### src/rtl/core/tcaf_pkg.sv
// Package for the touch contact activation filter.
// Holds command codes, report kinds, register indexes, reset values and the result record.
// No dependencies.
package tcaf_pkg;

  localparam int unsigned FIELD_W   = 16;
  localparam int unsigned FRAMES_W  = 7;
  localparam int unsigned LEVEL_W   = 8;
  localparam int unsigned CFG_IDX_W = 3;
  localparam int unsigned BYTE_W    = 8;

  typedef enum logic [3:0] {
    CMD_GROUP_START   = 4'd0,
    CMD_TIP           = 4'd1,
    CMD_CONFIDENCE    = 4'd2,
    CMD_X             = 4'd3,
    CMD_Y             = 4'd4,
    CMD_ID            = 4'd5,
    CMD_WIDTH         = 4'd6,
    CMD_HEIGHT        = 4'd7,
    CMD_FOOTER        = 4'd8,
    CMD_CONTACT_COUNT = 4'd9
  } cmd_e;

  typedef enum logic [1:0] {
    KIND_SINGLE  = 2'd0,
    KIND_CONTACT = 2'd1,
    KIND_BUTTON  = 2'd2
  } kind_e;

  localparam logic [CFG_IDX_W-1:0] CFG_MIN_WIDTH     = 3'd0;
  localparam logic [CFG_IDX_W-1:0] CFG_MIN_HEIGHT    = 3'd1;
  localparam logic [CFG_IDX_W-1:0] CFG_ACT_WIDTH     = 3'd2;
  localparam logic [CFG_IDX_W-1:0] CFG_ACT_HEIGHT    = 3'd3;
  localparam logic [CFG_IDX_W-1:0] CFG_ACT_FRAMES    = 3'd4;
  localparam logic [CFG_IDX_W-1:0] CFG_DEACT_FRAMES  = 3'd5;

  localparam logic [FIELD_W-1:0]  MIN_WIDTH_RST    = 16'd0;
  localparam logic [FIELD_W-1:0]  MIN_HEIGHT_RST   = 16'd0;
  localparam logic [FIELD_W-1:0]  ACT_WIDTH_RST    = 16'd64;
  localparam logic [FIELD_W-1:0]  ACT_HEIGHT_RST   = 16'd32;
  localparam logic [FRAMES_W-1:0] ACT_FRAMES_RST   = 7'd1;
  localparam logic [FRAMES_W-1:0] DEACT_FRAMES_RST = 7'd4;

  typedef struct packed {
    kind_e              kind;
    logic               touch;
    logic               primary;
    logic [FIELD_W-1:0] pos_x;
    logic [FIELD_W-1:0] pos_y;
    logic               orient;
    logic [FIELD_W-1:0] major;
    logic [FIELD_W-1:0] minor;
  } res_t;

endpackage

### src/rtl/core/touch_contact_activation_filter_unit.sv
// Touch contact activation filter, top level.
// Depends on tcaf_pkg.
//
// Usage: report fields enter one per transfer on the input channel (command_i,
// field_value_i, qualified by in_valid_i / in_stall_o). Contact fields are
// latched; each contact closes with FOOTER_WORDS footer bytes, which filter it
// by pen activity, finger presence, size and confidence and may produce a
// contact result. The contact count ends a group and may produce a frame
// touch-button result; a height field outside a group produces a single-touch
// position. Results leave on the output channel (out_valid_o / out_stall_i).
// A result is registered in the output register before it leaves.
// Throughput: one field per cycle while in_stall_o is low; state updates in the
// same edge that takes the field, so consecutive fields see each other with no bubbles.
// A one-entry skid register behind the output register absorbs the result that
// arrives while the receiver stalls; in_stall_o rises only while the skid entry
// is full, and it is a register output.
// Reset clears all contact state, loads the register defaults and sets the
// activation level to the default activate_frames. Configuration writes
// (cfg_we_i, cfg_index_i, cfg_data_i) take effect at the next edge.
module touch_contact_activation_filter_unit #(
  parameter int unsigned COORD_BITS   = 16,
  parameter int unsigned FOOTER_WORDS = 4
) (
  input  logic                              clk_i,
  input  logic                              rst_ni,
  // configuration
  input  logic                              cfg_we_i,
  input  logic [tcaf_pkg::CFG_IDX_W-1:0]    cfg_index_i,
  input  logic [tcaf_pkg::FIELD_W-1:0]      cfg_data_i,
  // report fields in
  input  logic                              in_valid_i,
  output logic                              in_stall_o,
  input  logic [3:0]                        command_i,
  input  logic [tcaf_pkg::FIELD_W-1:0]      field_value_i,
  // results out
  output logic                              out_valid_o,
  input  logic                              out_stall_i,
  output logic [1:0]                        report_kind_o,
  output logic                              touch_on_o,
  output logic                              primary_contact_o,
  output logic [tcaf_pkg::FIELD_W-1:0]      pos_x_o,
  output logic [tcaf_pkg::FIELD_W-1:0]      pos_y_o,
  output logic                              orientation_o,
  output logic [tcaf_pkg::FIELD_W-1:0]      major_axis_o,
  output logic [tcaf_pkg::FIELD_W-1:0]      minor_axis_o
);
  import tcaf_pkg::*;

  localparam int unsigned CNT_W = $clog2(FOOTER_WORDS + 1);
  localparam int unsigned IDX_W = $clog2(FOOTER_WORDS);

  // configuration registers
  logic [FIELD_W-1:0]  min_w_q, min_h_q, act_w_q, act_h_q;
  logic [FRAMES_W-1:0] act_frames_q, deact_frames_q;

  // contact state
  logic [COORD_BITS-1:0] cur_x_q, cur_x_d, cur_y_q, cur_y_d;
  logic [FIELD_W-1:0]    cur_w_q, cur_w_d, cur_h_q, cur_h_d, ident_q, ident_d;
  logic                  tip_q, tip_d, conf_q, conf_d, first_q, first_d;
  logic                  in_group_q, in_group_d;
  logic [BYTE_W-1:0]     footer_q [FOOTER_WORDS];
  logic [BYTE_W-1:0]     footer_d [FOOTER_WORDS];
  logic [CNT_W-1:0]      foot_cnt_q, foot_cnt_d;
  logic signed [LEVEL_W-1:0] level_q, level_d;

  // output register and skid entry
  logic out_vld_q, skid_vld_q;
  res_t out_q, skid_q;

  logic in_acc, out_acc, res_vld;
  res_t res;

  logic                      foot_room, foot_done, conf_eff, big_contact, emit_ok;
  logic [IDX_W-1:0]          foot_idx;
  logic signed [LEVEL_W-1:0] act_lvl, neg_deact, pen_lvl;
  logic [FIELD_W-1:0]        pos_x_ext, pos_y_ext;

  assign in_stall_o = skid_vld_q;
  assign in_acc     = in_valid_i && !skid_vld_q;
  assign out_acc    = out_vld_q && !out_stall_i;

  assign act_lvl   = $signed({1'b0, act_frames_q});
  assign pen_lvl   = ~$signed({1'b0, deact_frames_q});       // -deact - 1
  assign neg_deact = pen_lvl + 8'sd1;                         // -deact
  assign pos_x_ext = FIELD_W'(cur_x_q);
  assign pos_y_ext = FIELD_W'(cur_y_q);
  assign foot_idx  = foot_cnt_q[IDX_W-1:0];
  assign foot_room = foot_cnt_q < CNT_W'(FOOTER_WORDS);
  assign big_contact = (cur_w_q >= act_w_q) && (cur_h_q >= act_h_q);

  // field decode: next state and the result, if any
  always_comb begin
    cur_x_d    = cur_x_q;
    cur_y_d    = cur_y_q;
    cur_w_d    = cur_w_q;
    cur_h_d    = cur_h_q;
    ident_d    = ident_q;
    tip_d      = tip_q;
    conf_d     = conf_q;
    first_d    = first_q;
    in_group_d = in_group_q;
    foot_cnt_d = foot_cnt_q;
    level_d    = level_q;
    footer_d   = footer_q;
    foot_done  = 1'b0;
    conf_eff   = 1'b0;
    emit_ok    = 1'b0;
    res_vld    = 1'b0;
    res        = '0;

    if (in_acc) begin
      case (command_i)
        CMD_GROUP_START: begin
          in_group_d = 1'b1;
          first_d    = 1'b0;
        end
        CMD_TIP:        tip_d   = field_value_i != '0;
        CMD_CONFIDENCE: conf_d  = field_value_i != '0;
        CMD_X: begin
          cur_x_d    = field_value_i[COORD_BITS-1:0];
          foot_cnt_d = '0;
        end
        CMD_Y:     cur_y_d = field_value_i[COORD_BITS-1:0];
        CMD_ID:    ident_d = field_value_i;
        CMD_WIDTH: cur_w_d = field_value_i;
        CMD_HEIGHT: begin
          cur_h_d = field_value_i;
          if (!in_group_q) begin
            res_vld     = 1'b1;
            res.kind    = KIND_SINGLE;
            res.touch   = tip_q;
            res.pos_x   = pos_x_ext;
            res.pos_y   = pos_y_ext;
          end
        end
        CMD_FOOTER: begin
          if (foot_room) begin
            footer_d[foot_idx] = field_value_i[BYTE_W-1:0];
            foot_cnt_d         = foot_cnt_q + 1'b1;
            foot_done          = foot_cnt_q == CNT_W'(FOOTER_WORDS - 1);
          end
          if (foot_done) begin
            if (footer_d[2] != '0) begin
              // pen active: hold touch off past the deactivate slack
              level_d = pen_lvl;
              conf_d  = 1'b0;
            end else if (footer_d[0] != '0) begin
              conf_eff = conf_q && !((cur_w_q < min_w_q) || (cur_h_q < min_h_q));
              conf_d   = conf_eff;
              emit_ok  = 1'b1;
              if (level_q > 8'sd0) begin
                if (big_contact && ident_q != '0) begin
                  level_d = '0;
                end else begin
                  emit_ok = 1'b0;
                  if (big_contact) level_d = 8'sd1;
                end
              end
              if (emit_ok && conf_eff) begin
                if (ident_q == '0) first_d = 1'b1;
                res_vld     = 1'b1;
                res.kind    = KIND_CONTACT;
                res.primary = ident_q == '0;
                res.pos_x   = pos_x_ext;
                res.pos_y   = pos_y_ext;
                res.orient  = cur_w_q > cur_h_q;
                res.major   = (cur_w_q > cur_h_q) ? cur_w_q : cur_h_q;
                res.minor   = (cur_w_q > cur_h_q) ? cur_h_q : cur_w_q;
              end
            end
          end
        end
        CMD_CONTACT_COUNT: begin
          if (in_group_q) begin
            in_group_d = 1'b0;
            res.kind   = KIND_BUTTON;
            if (level_q > 8'sd0) begin
              if (field_value_i == '0) begin
                level_d = act_lvl;
              end else if (FIELD_W'(level_q[LEVEL_W-2:0]) > field_value_i) begin
                level_d = level_q - $signed({1'b0, field_value_i[LEVEL_W-2:0]});
              end else begin
                level_d = '0;
              end
            end else if (field_value_i != '0 && level_q >= neg_deact) begin
              level_d   = '0;
              res_vld   = 1'b1;
              res.touch = first_q;
            end else if (level_q <= neg_deact) begin
              level_d   = act_lvl;
              res_vld   = 1'b1;
              res.touch = first_q && (act_frames_q == '0);
            end else begin
              level_d = level_q - 8'sd1;
            end
          end
        end
        default: ;
      endcase
    end
  end

  // configuration writes
  always_ff @(posedge clk_i or negedge rst_ni) begin
    if (!rst_ni) begin
      min_w_q        <= MIN_WIDTH_RST;
      min_h_q        <= MIN_HEIGHT_RST;
      act_w_q        <= ACT_WIDTH_RST;
      act_h_q        <= ACT_HEIGHT_RST;
      act_frames_q   <= ACT_FRAMES_RST;
      deact_frames_q <= DEACT_FRAMES_RST;
    end else if (cfg_we_i) begin
      case (cfg_index_i)
        CFG_MIN_WIDTH:    min_w_q        <= cfg_data_i;
        CFG_MIN_HEIGHT:   min_h_q        <= cfg_data_i;
        CFG_ACT_WIDTH:    act_w_q        <= cfg_data_i;
        CFG_ACT_HEIGHT:   act_h_q        <= cfg_data_i;
        CFG_ACT_FRAMES:   act_frames_q   <= cfg_data_i[FRAMES_W-1:0];
        CFG_DEACT_FRAMES: deact_frames_q <= cfg_data_i[FRAMES_W-1:0];
        default: ;
      endcase
    end
  end

  // contact and activation state
  always_ff @(posedge clk_i or negedge rst_ni) begin
    if (!rst_ni) begin
      cur_x_q    <= '0;
      cur_y_q    <= '0;
      cur_w_q    <= '0;
      cur_h_q    <= '0;
      ident_q    <= '0;
      tip_q      <= 1'b0;
      conf_q     <= 1'b0;
      first_q    <= 1'b0;
      in_group_q <= 1'b0;
      foot_cnt_q <= '0;
      level_q    <= $signed({1'b0, ACT_FRAMES_RST});
      for (int i = 0; i < FOOTER_WORDS; i++) footer_q[i] <= '0;
    end else begin
      cur_x_q    <= cur_x_d;
      cur_y_q    <= cur_y_d;
      cur_w_q    <= cur_w_d;
      cur_h_q    <= cur_h_d;
      ident_q    <= ident_d;
      tip_q      <= tip_d;
      conf_q     <= conf_d;
      first_q    <= first_d;
      in_group_q <= in_group_d;
      foot_cnt_q <= foot_cnt_d;
      level_q    <= level_d;
      footer_q   <= footer_d;
    end
  end

  // output register with skid: the skid entry fills only while the output is stalled
  always_ff @(posedge clk_i or negedge rst_ni) begin
    if (!rst_ni) begin
      out_vld_q  <= 1'b0;
      skid_vld_q <= 1'b0;
    end else if (!out_vld_q || out_acc) begin
      out_vld_q  <= skid_vld_q || res_vld;
      skid_vld_q <= 1'b0;
    end else if (res_vld) begin
      skid_vld_q <= 1'b1;
    end
  end

  always_ff @(posedge clk_i) begin
    if (!out_vld_q || out_acc) begin
      out_q <= skid_vld_q ? skid_q : res;
    end else if (res_vld) begin
      skid_q <= res;
    end
  end

  assign out_valid_o       = out_vld_q;
  assign report_kind_o     = out_q.kind;
  assign touch_on_o        = out_q.touch;
  assign primary_contact_o = out_q.primary;
  assign pos_x_o           = out_q.pos_x;
  assign pos_y_o           = out_q.pos_y;
  assign orientation_o     = out_q.orient;
  assign major_axis_o      = out_q.major;
  assign minor_axis_o      = out_q.minor;

  // the skid entry is never full while the output register is empty
  a_skid_behind_out: assert property (@(posedge clk_i) disable iff (!rst_ni)
    skid_vld_q |-> out_vld_q)
    else $error("skid entry valid with empty output register");

  // the skid entry fills only when a held result was stalled
  a_skid_fill: assert property (@(posedge clk_i) disable iff (!rst_ni)
    $rose(skid_vld_q) |-> $past(out_vld_q && out_stall_i))
    else $error("skid entry filled without a stalled output");

  // the footer count never runs past the footer length
  a_foot_cnt: assert property (@(posedge clk_i) disable iff (!rst_ni)
    foot_cnt_q <= CNT_W'(FOOTER_WORDS))
    else $error("footer count overran");

  // a group start always opens a group
  a_group_open: assert property (@(posedge clk_i) disable iff (!rst_ni)
    (in_acc && command_i == CMD_GROUP_START) |=> in_group_q)
    else $error("group start did not open a group");

endmodule
### config.mk
export PLATFORM = sky130hd
export DESIGN_NAME = touch_contact_activation_filter_unit
export DESIGN_NICKNAME = d
export VERILOG_FILES = /design/src/rtl/core/tcaf_pkg.sv /design/src/rtl/core/touch_contact_activation_filter_unit.sv
export SDC_FILE = /design/constraint.sdc
export NUM_CORES = 1
export LEC_CHECK = 0
export ABC_AREA = 1
export BUFFER_PORTS_ARGS = -buffer_cell sky130_fd_sc_hd__buf_2
export CAP_MARGIN = 20
export CORE_AREA = 2 2 186 188
export DETAILED_ROUTE_END_ITERATION = 10
export DIE_AREA = 0 0 188 190
export PLACE_DENSITY = 0.67
export SKIP_CTS_REPAIR_TIMING = 1
export SLEW_MARGIN = 20
export SYNTH_ARGS = -nofsm -noshare
export SYNTH_HDL_FRONTEND = slang
export SYNTH_SLANG_ARGS = --single-unit
### constraint.sdc
create_clock -name clk_i -period 7.6 [get_ports clk_i]
set_input_delay 0.38 -clock clk_i [delete_from_list [all_inputs] [get_ports clk_i]]
set_output_delay 0.38 -clock clk_i [all_outputs]
set_load 0.01 [all_outputs]
==> impl_metrics.tcl <==
set metrics [dict create \
    finalSetupTns_ns 0 \
    p_per_area_nw_per_um2 284.3 \
    synth_top_area_cell "dfrtp_1" \
    syn_to_final_growth_pct 12.57 \
    crit_fanout 69 \
    via_per_inst 5.159 \
    peakVddDrop_v 0.0001788 \
    place_area_sq_um 17500 \
    reg2reg_to "skid_q[48]$_DFFE_PP_" \
    ys_top_cells_by_area "dfrtp_1, edfxtp_1, nand2_1" \
    critPathArrivalTime_ns 3.65 \
    ys_ff_latch 329 \
    drt_iter0_drc 977 \
    min_path_type "in -> reg" \
    syn_area_sq_um 16570 \
    core_area_sq_um 33950 \
    drive_above_1_share_pct 12.47 \
    track_usage_pct 21.74 \
    synth_edf_count 138 \
    gp_congestion 0.9038 \
    yosys-top-cells-count "nand2_1, o21ai_0, dfrtp_1, inv_1, edfxtp_1" \
    clockBufferDepth 3 \
    drv_cap 0 \
    syn_nets 1968 \
    numCtsBuffers 36 \
    hold_viol 0 \
    rsz0062_at_grt "no" \
    synthCells 1823 \
    required_ns 7.73 \
    cts_tree "yes" \
    grt_pass1_vias 11567 \
    timing.rr.start "deact_frames_q[0]$_DFFE_PN0P_" \
    synth_top_area_share_pct 28.09 \
    worstSkewPairLatency_ns 0.53 \
    worst_pin_slew_ns 1.039 \
    dieArea_sq_um 35720 \
    portBuffers 114 \
    hpwl_microns 27220 \
    finalSetupViolCount 0 \
    wire_per_inst_microns 15.98 \
    max_freq_mhz 284.3 \
    startpoint_type "flip-flop" \
    use_met1_pct 31.87 \
    vias 12357 \
    start_util_pct 48.80 \
    antenna_left 0 \
    endpoint_kind "flip-flop" \
    cp-startpoint "deact_frames_q[0]$_DFFE_PN0P_" \
    grt_max_degree 76 \
    overflow 0 \
    wl_microns 38260 \
    outcome "finished, final reports clean" \
    synthFlopType "dfrtp_1" \
    clk_transition_reported_paths_ns 0.06 \
    rows 68 \
    ys_warn_count 0 \
    worstSetupPathType "reg -> reg" \
    r2r_slack_ns 4.08 \
    slew_violations 0 \
    met2_usage_pct 33.68 \
    htreeDepth 2 \
    grt-busiest-layer "met2" \
    r2r_cells 13 \
    die_height_microns 190 \
    antenna_cells 0 \
    io_pins 115 \
    finalInstanceArea_sq_um 18650 \
    syn_area_per_cell_sq_um 9.088 \
    cellLeakagePower_nw 9.167 \
    period_share_pct 46.29 \
    fin_skew_ns 0.03084 \
    die_x_microns 188 \
    period_minus_slack_ns 3.518 \
    yosysSeqAreaShare_pct 53.90 \
    synth_cell_type_count 42 \
    synth-async-reset-ratio_pct 58.05 \
    grt_antenna_before_repair 0 \
    nNetsFinal 2062 \
    slew_headroom_pct 30.51 \
    cts-root-buf "clkbuf_16" \
    worstSetupEndpoint "skid_q[48]$_DFFE_PP_" \
    drc 0 \
    grt_first_pass_wirelength_microns 61670 \
    grtUsageMet3_pct 3.284 \
    synth_most_common_cell "nand2_1" \
    clkSinkCount 329 \
    firstDrtPassIters 5 \
]
## critical path, stage by stage, from the launching register on
cell     delay [ns]
dfrtp_1        0.42
nor3_1         0.30
nand3_1        0.18
nor3_1         0.18
ha_1           0.30
a21oi_1        0.16
o21a_1         0.13
nand3_1        0.11
nand4_1        0.17
nand2_1        0.12
nand3_1        0.10
nand2_1        0.12
nor2_4         0.10
buf_4          0.68
## sequential cells by signal, summed over array words and instances, names as in the netlist, 16 cells and up
name / flops
min_w_q: 16
cur_h_q: 16
footer_q: 16
min_h_q: 16
act_h_q: 16
pos_y_o: 16
cur_x_q: 16
pos_x_o: 16
skid_q: 69
cur_w_q: 16
cur_y_q: 16
major_axis_o: 16
act_w_q: 16
minor_axis_o: 16
ident_q: 16
## layout make-up
class / instances / area (sq um)
Fill cell: 3033 / 15300
Sequential cell: 329 / 8931
Multi-Input combinational cell: 1245 / 6673
Clock buffer: 50 / 1035
Timing Repair Buffer: 125 / 676.9
Inverter: 180 / 675.6
Tap cell: 455 / 569.3
Clock inverter: 11 / 90.09
## cell usage in the layout, fill, tap and decap left out, drive strengths merged, types with 3 or more instances in the layout
master,instances
nand2,549
o21ai,262
dfrtp,186
inv,178
edfxtp,138
buf,124
nor2,102
ha,100
a21oi,85
clkbuf,50
nand3,37
and2,36
nand4,16
nor3,13
xor2,10
clkinv,9
a21o,7
o211ai,6
nor4,5
xnor2,5
dfstp,5
o21a,4
clkinvlp,3
## cells by family after synthesis
family | Yosys count | synth area share [%]
buffers and inverters | 249 | 5.959
adders and majority gates | 101 | 7.673
AOI/OAI and AO/OA | 370 | 11.99
DFF | 329 | 53.90
and+or+nand+nor | 759 | 19.68
xor gates and xnor gates | 15 | 0.7930
## metrics by stage
| step | hold slack (ns) | power (mW) | setup slack, ns | utilization, % | cells |
|---|---|---|---|---|---|
| after global routing | 0.09276 | 5.656 | 3.714 | 54.94 | 2395 |
| after floorplan | 0.08441 | 3.255 | 2.048 | - | 1823 |
| final | 0.08769 | 5.302 | 4.082 | 54.94 | 2395 |
| after CTS | -0.1792 | 5.330 | 4.111 | 54.85 | 2393 |
| after detailed placement | 0.3829 | 3.647 | 4.143 | 51.54 | 2332 |
| after global placement | 0.3764 | 3.605 | 4.221 | 51.49 | 2331 |
## how the worst min path moves through the flow
stage,start,endpoint,slack (ns),cells after the start
5_1_grt,field_value_i[10],cur_h_q[10]$_DFFE_PN0P_,0.09,3
3_5_place_dp,rst_ni,cur_y_q[2]$_DFFE_PN0P_,0.38,1
6_report,field_value_i[9],cur_h_q[9]$_DFFE_PN0P_,0.09,3
2_1_floorplan,rst_ni,act_frames_q[1]$_DFFE_PN0P_,0.08,0
3_3_place_gp,rst_ni,cur_y_q[3]$_DFFE_PN0P_,0.38,1
4_1_cts,rst_ni,cur_x_q[14]$_DFFE_PN0P_,-0.18,1
## metal layers
layer  part of all wire [%]  vias to the layer above  wire (microns)
met3                    5.6                       58            2126
met5                      0                        -               0
met4                    2.4                        0             911
met1                     48                     5732           18520
li1                       -                     6208               -
met2                     44                      359           16710
## report_power, final
| group | switching, mW | internal (mW) | total [mW] |
|---|---|---|---|
| clock | 0.685 | 0.983 | 1.67 |
| combinational | 0.835 | 0.485 | 1.32 |
| sequential | 0.228 | 2.09 | 2.31 |
| total | 1.75 | 3.55 | 5.30 |
(Power assumes the default switching activity.)
